### src/hdl/stwa_pkg.sv
// Shared types, codes and constants of the session table with aging.
`default_nettype none
package stwa_pkg;

  localparam int unsigned TABLE_DEPTH_DEF = 64;
  localparam int unsigned SLOT_W          = 6;
  localparam logic [31:0] TOMBSTONE_CODE  = 32'd999999999;
  localparam logic [31:0] AGE_LIMIT_RESET = 32'd36000000;

  typedef enum logic [2:0] {
    OP_CLEAR     = 3'd0,
    OP_ADD       = 3'd1,
    OP_REMOVE    = 3'd2,
    OP_FIND_USE  = 3'd3,
    OP_FIND_PEEK = 3'd4,
    OP_SWEEP     = 3'd5
  } op_e;

  typedef enum logic [3:0] {
    ST_ADDED        = 4'd0,
    ST_DUPLICATE    = 4'd1,
    ST_FULL         = 4'd2,
    ST_REMOVED      = 4'd3,
    ST_NOT_FOUND    = 4'd4,
    ST_FOUND        = 4'd5,
    ST_AGED         = 4'd6,
    ST_NOTHING_AGED = 4'd7,
    ST_CLEARED      = 4'd8,
    ST_INVALID      = 4'd9
  } status_e;

  typedef enum logic [2:0] {
    S_IDLE,
    S_DECODE,
    S_SCAN,
    S_DRAIN,
    S_TOMB,
    S_FINISH
  } state_e;

  typedef struct packed {
    logic accept;
    logic issue;
    logic tomb;
    logic finish;
  } ctrl_cmd_t;

  typedef struct packed {
    logic is_nop;
    logic needs_scan;
    logic scan_last;
  } ctrl_stat_t;

endpackage
`default_nettype wire

### src/hdl/stwa_ctrl.sv
// Controller state machine that sequences the table scan of each request.
`default_nettype none
module stwa_ctrl (
  input  wire logic               clk_i,
  input  wire logic               rst_ni,
  input  wire logic               start_i,
  input  wire stwa_pkg::ctrl_stat_t stat_i,
  output stwa_pkg::ctrl_cmd_t     cmd_o,
  output logic                    busy_o
);
  import stwa_pkg::*;

  state_e state_q, state_d;

  always_ff @(posedge clk_i or negedge rst_ni) begin
    if (!rst_ni) begin
      state_q <= S_IDLE;
    end else begin
      state_q <= state_d;
    end
  end

  always_comb begin
    state_d = state_q;
    cmd_o   = '0;
    busy_o  = 1'b1;
    case (state_q)
      S_IDLE: begin
        busy_o = 1'b0;
        if (start_i) begin
          cmd_o.accept = 1'b1;
          state_d      = S_DECODE;
        end
      end
      S_DECODE: begin
        if (stat_i.is_nop) begin
          state_d = S_IDLE;
        end else if (stat_i.needs_scan) begin
          state_d = S_SCAN;
        end else begin
          state_d = S_FINISH;
        end
      end
      S_SCAN: begin
        cmd_o.issue = 1'b1;
        if (stat_i.scan_last) begin
          state_d = S_DRAIN;
        end
      end
      S_DRAIN: begin
        state_d = S_TOMB;
      end
      S_TOMB: begin
        cmd_o.tomb = 1'b1;
        state_d    = S_FINISH;
      end
      S_FINISH: begin
        cmd_o.finish = 1'b1;
        state_d      = S_IDLE;
      end
      default: begin
        state_d = S_IDLE;
      end
    endcase
  end

endmodule
`default_nettype wire

### config.mk
export PLATFORM = sky130hd
export DESIGN_NAME = stwa_ctrl
export DESIGN_NICKNAME = d
export VERILOG_FILES = /design/src/hdl/stwa_pkg.sv /design/src/hdl/stwa_ctrl.sv
export SDC_FILE = /design/constraint.sdc
export NUM_CORES = 1
export LEC_CHECK = 0
export BUFFER_PORTS_ARGS = -buffer_cell sky130_fd_sc_hd__buf_2
export CAP_MARGIN = 30
export CORE_AREA = 2 2 39 41
export DETAILED_ROUTE_END_ITERATION = 7
export DIE_AREA = 0 0 41 43
export SLEW_MARGIN = 20
export SYNTH_ARGS = -nofsm -noshare
export SYNTH_HDL_FRONTEND = slang
export SYNTH_SLANG_ARGS = --single-unit
### constraint.sdc
create_clock -name clk_i -period 1.3 [get_ports clk_i]
set_input_delay 0.26 -clock clk_i [delete_from_list [all_inputs] [get_ports clk_i]]
set_output_delay 0.26 -clock clk_i [all_outputs]
set_load 0.1 [all_outputs]
# ---- Yosys cells after proc, flatten, opt, wreduce, memory -nomap -nowiden
# Index checks and enable logic that the tools add are counted.
# W data, S select, Z words.
dict set report totals {
  inputBits 6
  ramBits 0
  reg_bits 3
  romBits 0
  latch_bits 0
  memories 0
}
dict set report classes {
  mul 0
  magnitude_cmp 0
  muxes 11
  n_reduce_logical 2
  eq_ne 7
  n_div 0
  n_shift 0
  bitwise_logic 0
  n_addsub 0
}
# operator n
set ops {}
lappend ops {{$pmux W3 S5} 1}
lappend ops {{$mux W3} 4}
lappend ops {{$eq A3 B2 Y1 const B} 2}
lappend ops {{$eq A3 B3 Y1 const B} 2}
lappend ops {{$mux W1} 6}
lappend ops {{$ne A2 B2 Y1 const B} 2}
lappend ops {{$eq A3 B1 Y1 const B} 1}
lappend ops {{$logic_not A3 Y1} 1}
lappend ops {{$reduce_and A2 Y1} 1}

# ---- Depth between registers and ports, before layout
# Gate-level depths: netlist of the first run.
dict set report logic_depth {
  word_depth 3
  mapped_depth 4
  depth_no_buf 3
}

# ---- Least setup slack after synthesis of the first run
# OpenSTA, ideal clock, no wires.
dict set report synth_path {
  path_kind {register to output}
  from {register state_q[2]}
  to {output port cmd_o[3] (netlist bit)}
  stages_incl_launch_ff 4
  arrival_ns 1.858
  setup_slack_ns -0.818
  required_time_ns 1.040
  path_cell_list {dfrtp_1 > buf_6 > or3_4 > nor2_2}
}
# item line_no
set synth_lines {}
lappend synth_lines {{start, declared} stwa_ctrl.sv:13} ;# state_e state_q, state_d;
lappend synth_lines {{start signal, assigned} stwa_ctrl.sv:19} ;# state_q <= state_d;
lappend synth_lines {{end, declared} stwa_ctrl.sv:8} ;# output stwa_pkg::ctrl_cmd_t cmd_o,

==> impl_metrics.py, run 1 <==
metrics = {
    "clocking": {
        "clock-root-buffer": "clkbuf_4",
        "clk_latency_ns": 0.24,
        "tritoncts": "built",
        "htree_levels": 1,
        "cts_buffers": 3,
        "clock_sinks": 3,
        "path_clk_slew_ns": 0.04,
        "ctsLongestPathBuffers": 2,
    },
    "final_layout": {
        "final_cell_mix": "buf_2 (5), buf_4 (5), buf_12 (4), nor2_1 (3), clkbuf_4 (3)",
        "antenna_cells": 0,
        "areaGrowthSynthToFinish_pct": 120,
        "top_register": "state_q",
        "num-nets-final": 49,
        "multi_input_area_sq_um": 153,
        "top_regs": "state_q (3)",
        "largest_reg_flops": 3,
        "ff_latch_area_sq_um": 76.3,
        "final_layout_size_suffix_gt1_share_pct": 66.7,
        "fillCellCount": 144,
    },
    "die": {
        "initial_core_util_pct": 14.9,
        "die_x_um": 41,
        "die_y_um": 43,
        "core-area_sq_um": 1380,
        "row_count": 14,
        "io_pins": 11,
        "die-area_sq_um": 1760,
    },
    "outcome": {
        "violations": "negative setup slack",
        "status": "finished with violations",
    },
    "min_path": {
        "hold_path.class": "primary input to register",
    },
    "synthesis": {
        "postSynthCellCount": 22,
        "yosysTopAreaCellShare_pct": 36.4,
        "syn-num-nets": 28,
        "syn-cell-area_sq_um": 206,
        "ys_ff_latch": 3,
        "yosys.area.top_type": "dfrtp_1",
        "yosysWarnings": 0,
        "syn_area_per_cell_sq_um": 9.38,
        "ys_top_cells_by_area": "dfrtp_1 (36%), nor3b_2 (12%), nor2_1 (7.3%)",
        "synth_cell_types": 15,
        "yosysSeqAreaShare_pct": 36.4,
    },
    "worst_setup_path": {
        "cp_cell_sequence": "or3_4, nor2_4, buf_12",
        "crit_end": "cmd_o[3]",
        "cp-end-kind": "output pin",
        "cp_slowest_stage_delay_ns": 0.41,
        "reg2reg_from": "state_q[1]",
        "worstPathRequired_ns": 1.04,
        "cp_slowest_cell": "or3_4",
        "cp-startpoint": "state_q[2]",
        "crit_buf_inv": 1,
        "timing.rr.end": "state_q[1]",
        "criticalPathCategory": "register to output pin",
        "rrSetupSlack_ns": 0.05,
        "r2r_cells": 6,
        "start_kind": "register",
        "critPathTopFamily": "simple AND/OR/NAND/NOR gates",
        "path_max_fanout": 2,
        "crit_cells": 3,
        "crit_arrival_ns": 1.31,
    },
    "grt": {
        "grt_util_met2_pct": 11.9,
        "busiest_layer": "met2",
        "antenna_found_initial": 0,
        "grt.overflow.total": 0,
        "grt_max_degree": 9,
        "grt_usage_pct": 8.43,
        "grt_pass1_wl_um": 910,
        "grt.met3_usage_pct": 7.85,
        "grt_pass1_vias": 243,
        "grt_use_met1_pct": 8.04,
    },
    "timing": {
        "finalHoldViolCount": 0,
        "min_period_over_period_pct": 121,
        "setup_tns_ns": -1.01,
        "final-setup-viol-count": 5,
        "fin_crit_ns": 1.57,
        "worst_slew_pin_slew_ns": 0.277,
        "finClkSkew_ns": 0.00221,
        "slew_viol_final": 0,
        "rsz0062_at_grt": "yes",
        "fmaxAchievable_mhz": 638,
        "fin_ws_ns": -0.269,
        "max_slew_margin_pct": 81.7,
    },
    "routing": {
        "avgViaCountPerCell": 4.12,
        "num_vias": 239,
        "drc": 0,
        "postRouteAntennaNets": 0,
        "routed_wl_um": 558,
        "dr.first_iter.drc_count": 3,
        "first_pass_iters": 4,
        "wire_per_inst_um": 9.62,
    },
    "place": {
        "dp_hpwl_um": 371,
        "numPortBuffers": 10,
        "place_congestion": 0.733,
    },
    "flow_run": {
        "drv_cap": 0,
    },
}
==> worst register-to-register path, stage by stage (launching register included) <==
cell	delay (ns)
dfrtp_2	0.40
buf_6	0.13
buf_4	0.12
buf_4	0.14
nor3b_4	0.18
nand2_1	0.09
a21oi_2	0.12
==> cell type report <==
type	instances	area share (%)
repair buffers	17	38.6
multi-input cells	17	33.6
flip-flops and latches	3	16.8
clock buffers	4	5.79
well taps	16	4.41
inverters	1	0.826
==> Yosys cell counts <==
| master | count |
|---|---|
| nor2_1 | 4 |
| o21ai_0 | 1 |
| a21oi_1 | 1 |
| o22a_1 | 1 |
| o21bai_1 | 1 |
| o2bb2ai_1 | 1 |
| and3b_2 | 1 |
| or3_4 | 1 |
| buf_6 | 1 |
| nor2_2 | 1 |
| nand2_1 | 2 |
| nor3b_2 | 2 |
| inv_1 | 1 |
| nand2b_1 | 1 |
| dfrtp_1 | 3 |
==> per-layer routing <==
metal	share of wire, %	vias up
met3	8.2	2
met2	52	9
li1	-	117
met1	37	111
met4	2.3	0
met5	0	-
==> cells by family after synthesis <==
| group | count (synthesis) | share of synthesized area [%] |
|---|---|---|
| AOI/OAI and AO/OA | 5 | 17.0 |
| buffers and inverters | 2 | 7.27 |
| DFF | 3 | 36.4 |
| and+or+nand+nor | 12 | 39.4 |
==> how the worst min path moves through the flow <==
stage	slack, ns	endpoint	cells past startpoint	startpoint
global route	0.31	state_q[1]	3	stat_i[1]
finish	0.30	state_q[1]	3	stat_i[1]
floorplan	-0.04	state_q[0]	0	rst_ni
detailed placement	0.06	state_q[0]	1	rst_ni
CTS	0.28	state_q[1]	3	stat_i[1]
global placement	0.06	state_q[0]	1	rst_ni
==> per-stage QoR <==
stage	area [sq um]	utilization, %	hold slack [ns]	worst slack, ns	std cells
6_report	454	32.8	0.300	-0.269	58
5_1_grt	454	32.8	0.306	-0.318	58
4_1_cts	437	31.6	0.278	-0.285	57
3_5_place_dp	363	26.2	0.0571	-0.0297	50
3_3_place_gp	363	26.2	0.0577	-0.0122	50
2_1_floorplan	221	-	-0.0356	-0.510	22
==> timing repair <==
item | CTS | global route
endpoints found under the hold margin | 3 | 0
hold buffers | 1 | 0
setup endpoints to repair | 5 | 5
gates resized for setup | 5 | 2
setup buffers | 2 | 1
pin swaps | 2 | 4
Power of run 1 is not shown: default switching activity piles up to over one toggle a cycle in this logic, so the estimate is an artifact.
==> run 2: changes to the inputs <==
SKIP_CTS_REPAIR_TIMING = 1   (was not set)
TNS_END_PERCENT = 5   (was not set)
==> run 2 against run 1 <==
Fmax is 0.85% higher. First-iteration DRC count is 100% lower. Non-clock buffer count down 3. Register-to-register slack gained 0.24 ns. Final area decreased by 11%. Clock-buffer cell count did not move. Die area stayed put. The flow still finishes with violations (negative setup slack).
==> impl_metrics.py, run 2 (synthesis gave the netlist of run 1 again) <==
metrics = {
    "timing": {
        "fmaxAchievable_mhz": 643,
        "min_period_over_period_pct": 120,
        "fin_ws_ns": -0.255,
        "worst_slew_pin_slew_ns": 0.300,
        "final-setup-viol-count": 5,
        "setup_tns_ns": -1.06,
        "fin_crit_ns": 1.56,
        "rsz0062_at_grt": "yes",
        "finClkSkew_ns": 0.00152,
        "whs_ns": 0.291,
        "slew_viol_final": 0,
        "finalHoldViolCount": 0,
        "max_slew_margin_pct": 80.1,
    },
    "routing": {
        "num_vias": 224,
        "routed_wl_um": 488,
        "dr_wl_met2_um": 233,
        "avgViaCountPerCell": 4.07,
        "dr.first_iter.drc_count": 0,
        "wl_met1_um": 190,
        "postRouteAntennaNets": 0,
        "first_pass_iters": 1,
        "topRoutingLayerUsed": "met4",
        "wire_per_inst_um": 8.87,
        "drc": 0,
        "wl_met3_um": 42,
    },
    "min_path": {
        "holdPathStages": 3,
        "min_from": "stat_i[1]",
        "whs_endpoint": "state_q[1]",
        "hold_path.class": "primary input to register",
    },
    "clocking": {
        "ctsLongestPathBuffers": 2,
        "htree_levels": 1,
        "cts_buffers": 3,
        "clock_sinks": 3,
        "path_clk_slew_ns": 0.04,
        "tritoncts": "built",
        "clock-root-buffer": "clkbuf_4",
        "clk_latency_ns": 0.24,
    },
    "final_layout": {
        "antenna_cells": 0,
        "layout_commonest_cell": "buf_2",
        "top_regs": "state_q (3)",
        "largest_reg_flops": 3,
        "top_register": "state_q",
        "final_cell_mix": "buf_2 (5), clkbuf_4 (4), buf_12 (4), nor2_1 (3), dfrtp_1 (3)",
        "utilization_pct": 29.2,
        "areaGrowthSynthToFinish_pct": 95.8,
        "final_layout_size_suffix_gt1_share_pct": 56.4,
        "num-nets-final": 46,
    },
    "die": {
        "die_y_um": 43,
        "initial_core_util_pct": 14.9,
        "die-area_sq_um": 1760,
        "core-area_sq_um": 1380,
        "row_count": 14,
        "io_pins": 11,
        "die_x_um": 41,
    },
    "worst_setup_path": {
        "worstPathRequired_ns": 1.04,
        "criticalPathCategory": "register to output pin",
        "cp-end-kind": "output pin",
        "start_kind": "register",
        "cp_slowest_cell": "or3_4",
        "cp_cell_sequence": "or3_4, clkbuf_4",
        "r2r_cells": 4,
        "critPathTopFamily": "simple AND/OR/NAND/NOR gates",
        "rrSetupSlack_ns": 0.29,
        "reg2reg_from": "state_q[1]",
        "timing.rr.end": "state_q[1]",
        "cp_slowest_stage_delay_ns": 0.40,
        "crit_arrival_ns": 1.30,
        "path_max_fanout": 2,
        "crit_buf_inv": 1,
    },
    "grt": {
        "grt_max_degree": 9,
        "grt_usage_pct": 7.45,
        "antenna_found_initial": 0,
        "grt_pass1_vias": 227,
        "grt.overflow.total": 0,
        "grt_pass1_wl_um": 772,
    },
    "flow_run": {
        "drv_cap": 0,
    },
    "place": {
        "numPortBuffers": 10,
        "dp_slack_ns": -0.0210,
        "dp_hpwl_um": 359,
        "place_congestion": 0.719,
    },
    "outcome": {
        "violations": "negative setup slack",
        "status": "finished with violations",
    },
}
run 2: per-stage QoR:
step	cells	area, sq um
global route	55	404
detailed placement	50	362
finish	55	404
floorplan	22	220
CTS	54	388
global placement	50	362
run 2: cell type report:
cell class                      count  area (sq um)
Clock buffer                        4          26.3
Timing Repair Buffer               14           149
Fill cell                         147           980
Tap cell                           16          20.0
Inverter                            1          3.75
Multi-Input combinational cell     17           130
Sequential cell                     3          75.1
run 2: metal layers:
metal	GRT usage (%)	vias up
met3	3.14	4
met5	0	-
met1	6.82	103
li1	-	108
met4	10.0	0
met2	10.0	9
run 2: worst max path at each step:
stage,to,slack [ns],cells after the start,from
after floorplan,cmd_o[3],-0.51,3,state_q[2]
after CTS,busy_o,-0.28,2,state_q[2]
final,busy_o,-0.26,2,state_q[2]
after global routing,cmd_o[3],-0.30,3,state_q[2]
after global placement,busy_o,-0.01,2,state_q[2]
after detailed placement,busy_o,-0.02,2,state_q[2]
run 2: worst min-delay path: stages:
cell	delay [ns]
buf_2	0.11
nand2_1	0.05
a21oi_1	0.06
Power of run 2 is left out for the same reason.
==> run 3: changes to the inputs <==
clock period = 2 ns   (was 1.3 ns; I/O delays follow)
==> run 3 against run 2 <==
The run now ends clean. Worst hold slack gained 0.15 ns. Cell count down 5.5%. Critical endpoint unchanged. Highest routed layer unchanged. Via count shrank 10%. Critical path type unchanged. Clock skew barely moved. Core utilization down 6.0 points.
==> impl_metrics.py, run 3 (synthesis gave the netlist of run 1 again) <==
metrics = {
    "timing": {
        "min_period_over_period_pct": 91.0,
        "fmaxAchievable_mhz": 549,
        "finClkSkew_ns": 0.00140,
        "fin_crit_ns": 1.82,
        "final-setup-viol-count": 0,
        "finalHoldViolCount": 0,
        "fin_ws_ns": 0.180,
        "slew_viol_final": 0,
        "whs_ns": 0.444,
        "setup_tns_ns": 0,
        "rsz0062_at_grt": "no",
        "worst_slew_pin_slew_ns": 0.493,
        "max_slew_margin_pct": 67.4,
    },
    "routing": {
        "first_pass_iters": 3,
        "drc": 0,
        "avgViaCountPerCell": 3.87,
        "routed_wl_um": 427,
        "num_vias": 201,
        "postRouteAntennaNets": 0,
        "wire_per_inst_um": 8.21,
        "dr.first_iter.drc_count": 11,
    },
    "min_path": {
        "hold_path.class": "primary input to register",
    },
    "final_layout": {
        "layout_commonest_cell": "buf_2",
        "num-nets-final": 43,
        "final_layout_size_suffix_gt1_share_pct": 50.0,
        "final_cell_mix": "buf_2 (9), nor2_1 (4), clkbuf_4 (3), dfrtp_1 (3)",
        "largest_reg_flops": 3,
        "antenna_cells": 0,
        "top_regs": "state_q (3)",
        "top_register": "state_q",
        "areaGrowthSynthToFinish_pct": 55.8,
        "design_area_sq_um": 322,
    },
    "clocking": {
        "path_clk_slew_ns": 0.04,
        "clk_latency_ns": 0.23,
        "tritoncts": "built",
        "cts_buffers": 3,
        "clock_sinks": 3,
        "clock-root-buffer": "clkbuf_4",
        "ctsLongestPathBuffers": 2,
        "htree_levels": 1,
    },
    "place": {
        "place_congestion": 0.771,
        "placed_area_sq_um": 285,
        "numPortBuffers": 10,
        "dp_slack_ns": 0.425,
    },
    "grt": {
        "antenna_found_initial": 0,
        "grt_usage_pct": 6.85,
        "grt_max_degree": 10,
        "grt_pass1_wl_um": 696,
        "grt_pass1_vias": 181,
        "grt.overflow.total": 0,
    },
    "die": {
        "die_x_um": 41,
        "die_y_um": 43,
        "initial_core_util_pct": 14.9,
        "core-area_sq_um": 1380,
        "die-area_sq_um": 1760,
        "row_count": 14,
        "io_pins": 11,
    },
    "worst_setup_path": {
        "start_kind": "register",
        "worstPathRequired_ns": 1.60,
        "criticalPathCategory": "register to output pin",
        "cp_cell_sequence": "or3_4, buf_2",
        "critPathTopFamily": "flip-flops",
        "cp-end-kind": "output pin",
        "path_max_fanout": 9,
        "crit_buf_inv": 1,
        "cp_slowest_stage_delay_ns": 0.45,
        "cp_slowest_cell": "dfrtp_1",
        "crit_arrival_ns": 1.42,
    },
    "flow_run": {
        "drv_cap": 0,
    },
    "outcome": {
        "status": "complete, no violations",
    },
}
-- run 3: cell count changes in the layout (fill, tap and decap cells not counted), sizes merged --
cell,before,now
clkbuf,5,4
buf,12,10
-- run 3: path summary, 6_finish.rpt --
check / startpoint / endpoint / slack (ns) / depth (start not counted)
setup / recovery: state_q[2] / busy_o / 0.18 / 2
hold / removal: stat_i[1] / state_q[1] / 0.44 / 3
setup reg to reg: state_q[1] / state_q[1] / 1.00 / 3
hold reg to reg: state_q[0] / state_q[0] / 0.56 / 1
max in group asynchronous: rst_ni / state_q[0] / 1.41 / 2
min in group asynchronous: rst_ni / state_q[1] / 0.49 / 2
-- run 3: through the flow --
| step | std cells | util [%] |
|---|---|---|
| after global routing | 52 | 23.2 |
| final | 52 | 23.2 |
| after floorplan | 22 | - |
| after CTS | 51 | 22.5 |
| after global placement | 47 | 20.6 |
| after detailed placement | 47 | 20.6 |
-- run 3: final cells by class --
type / count / area [sq um]
Fill cell: 153 / 1060
Multi-Input combinational cell: 17 / 121
Sequential cell: 3 / 75.1
Timing Repair Buffer: 11 / 75.1
Clock buffer: 4 / 26.3
Tap cell: 16 / 20.0
Inverter: 1 / 3.75
-- run 3: layer usage --
layer  GRT usage [%]  up-vias  wire length (um)
met5               0        -                 0
met4            10.0        0                16
met3            3.14        2                24
met2            7.81        9               195
met1            7.14       87               191
li1                -      103                 -
-- run 3: worst reg2reg max path, stage by stage (launching register included) --
cell     delay [ns]
dfrtp_1        0.46
nor3b_2        0.24
nand2_1        0.07
a21oi_1        0.16
Power of run 3 is left out for the same reason.
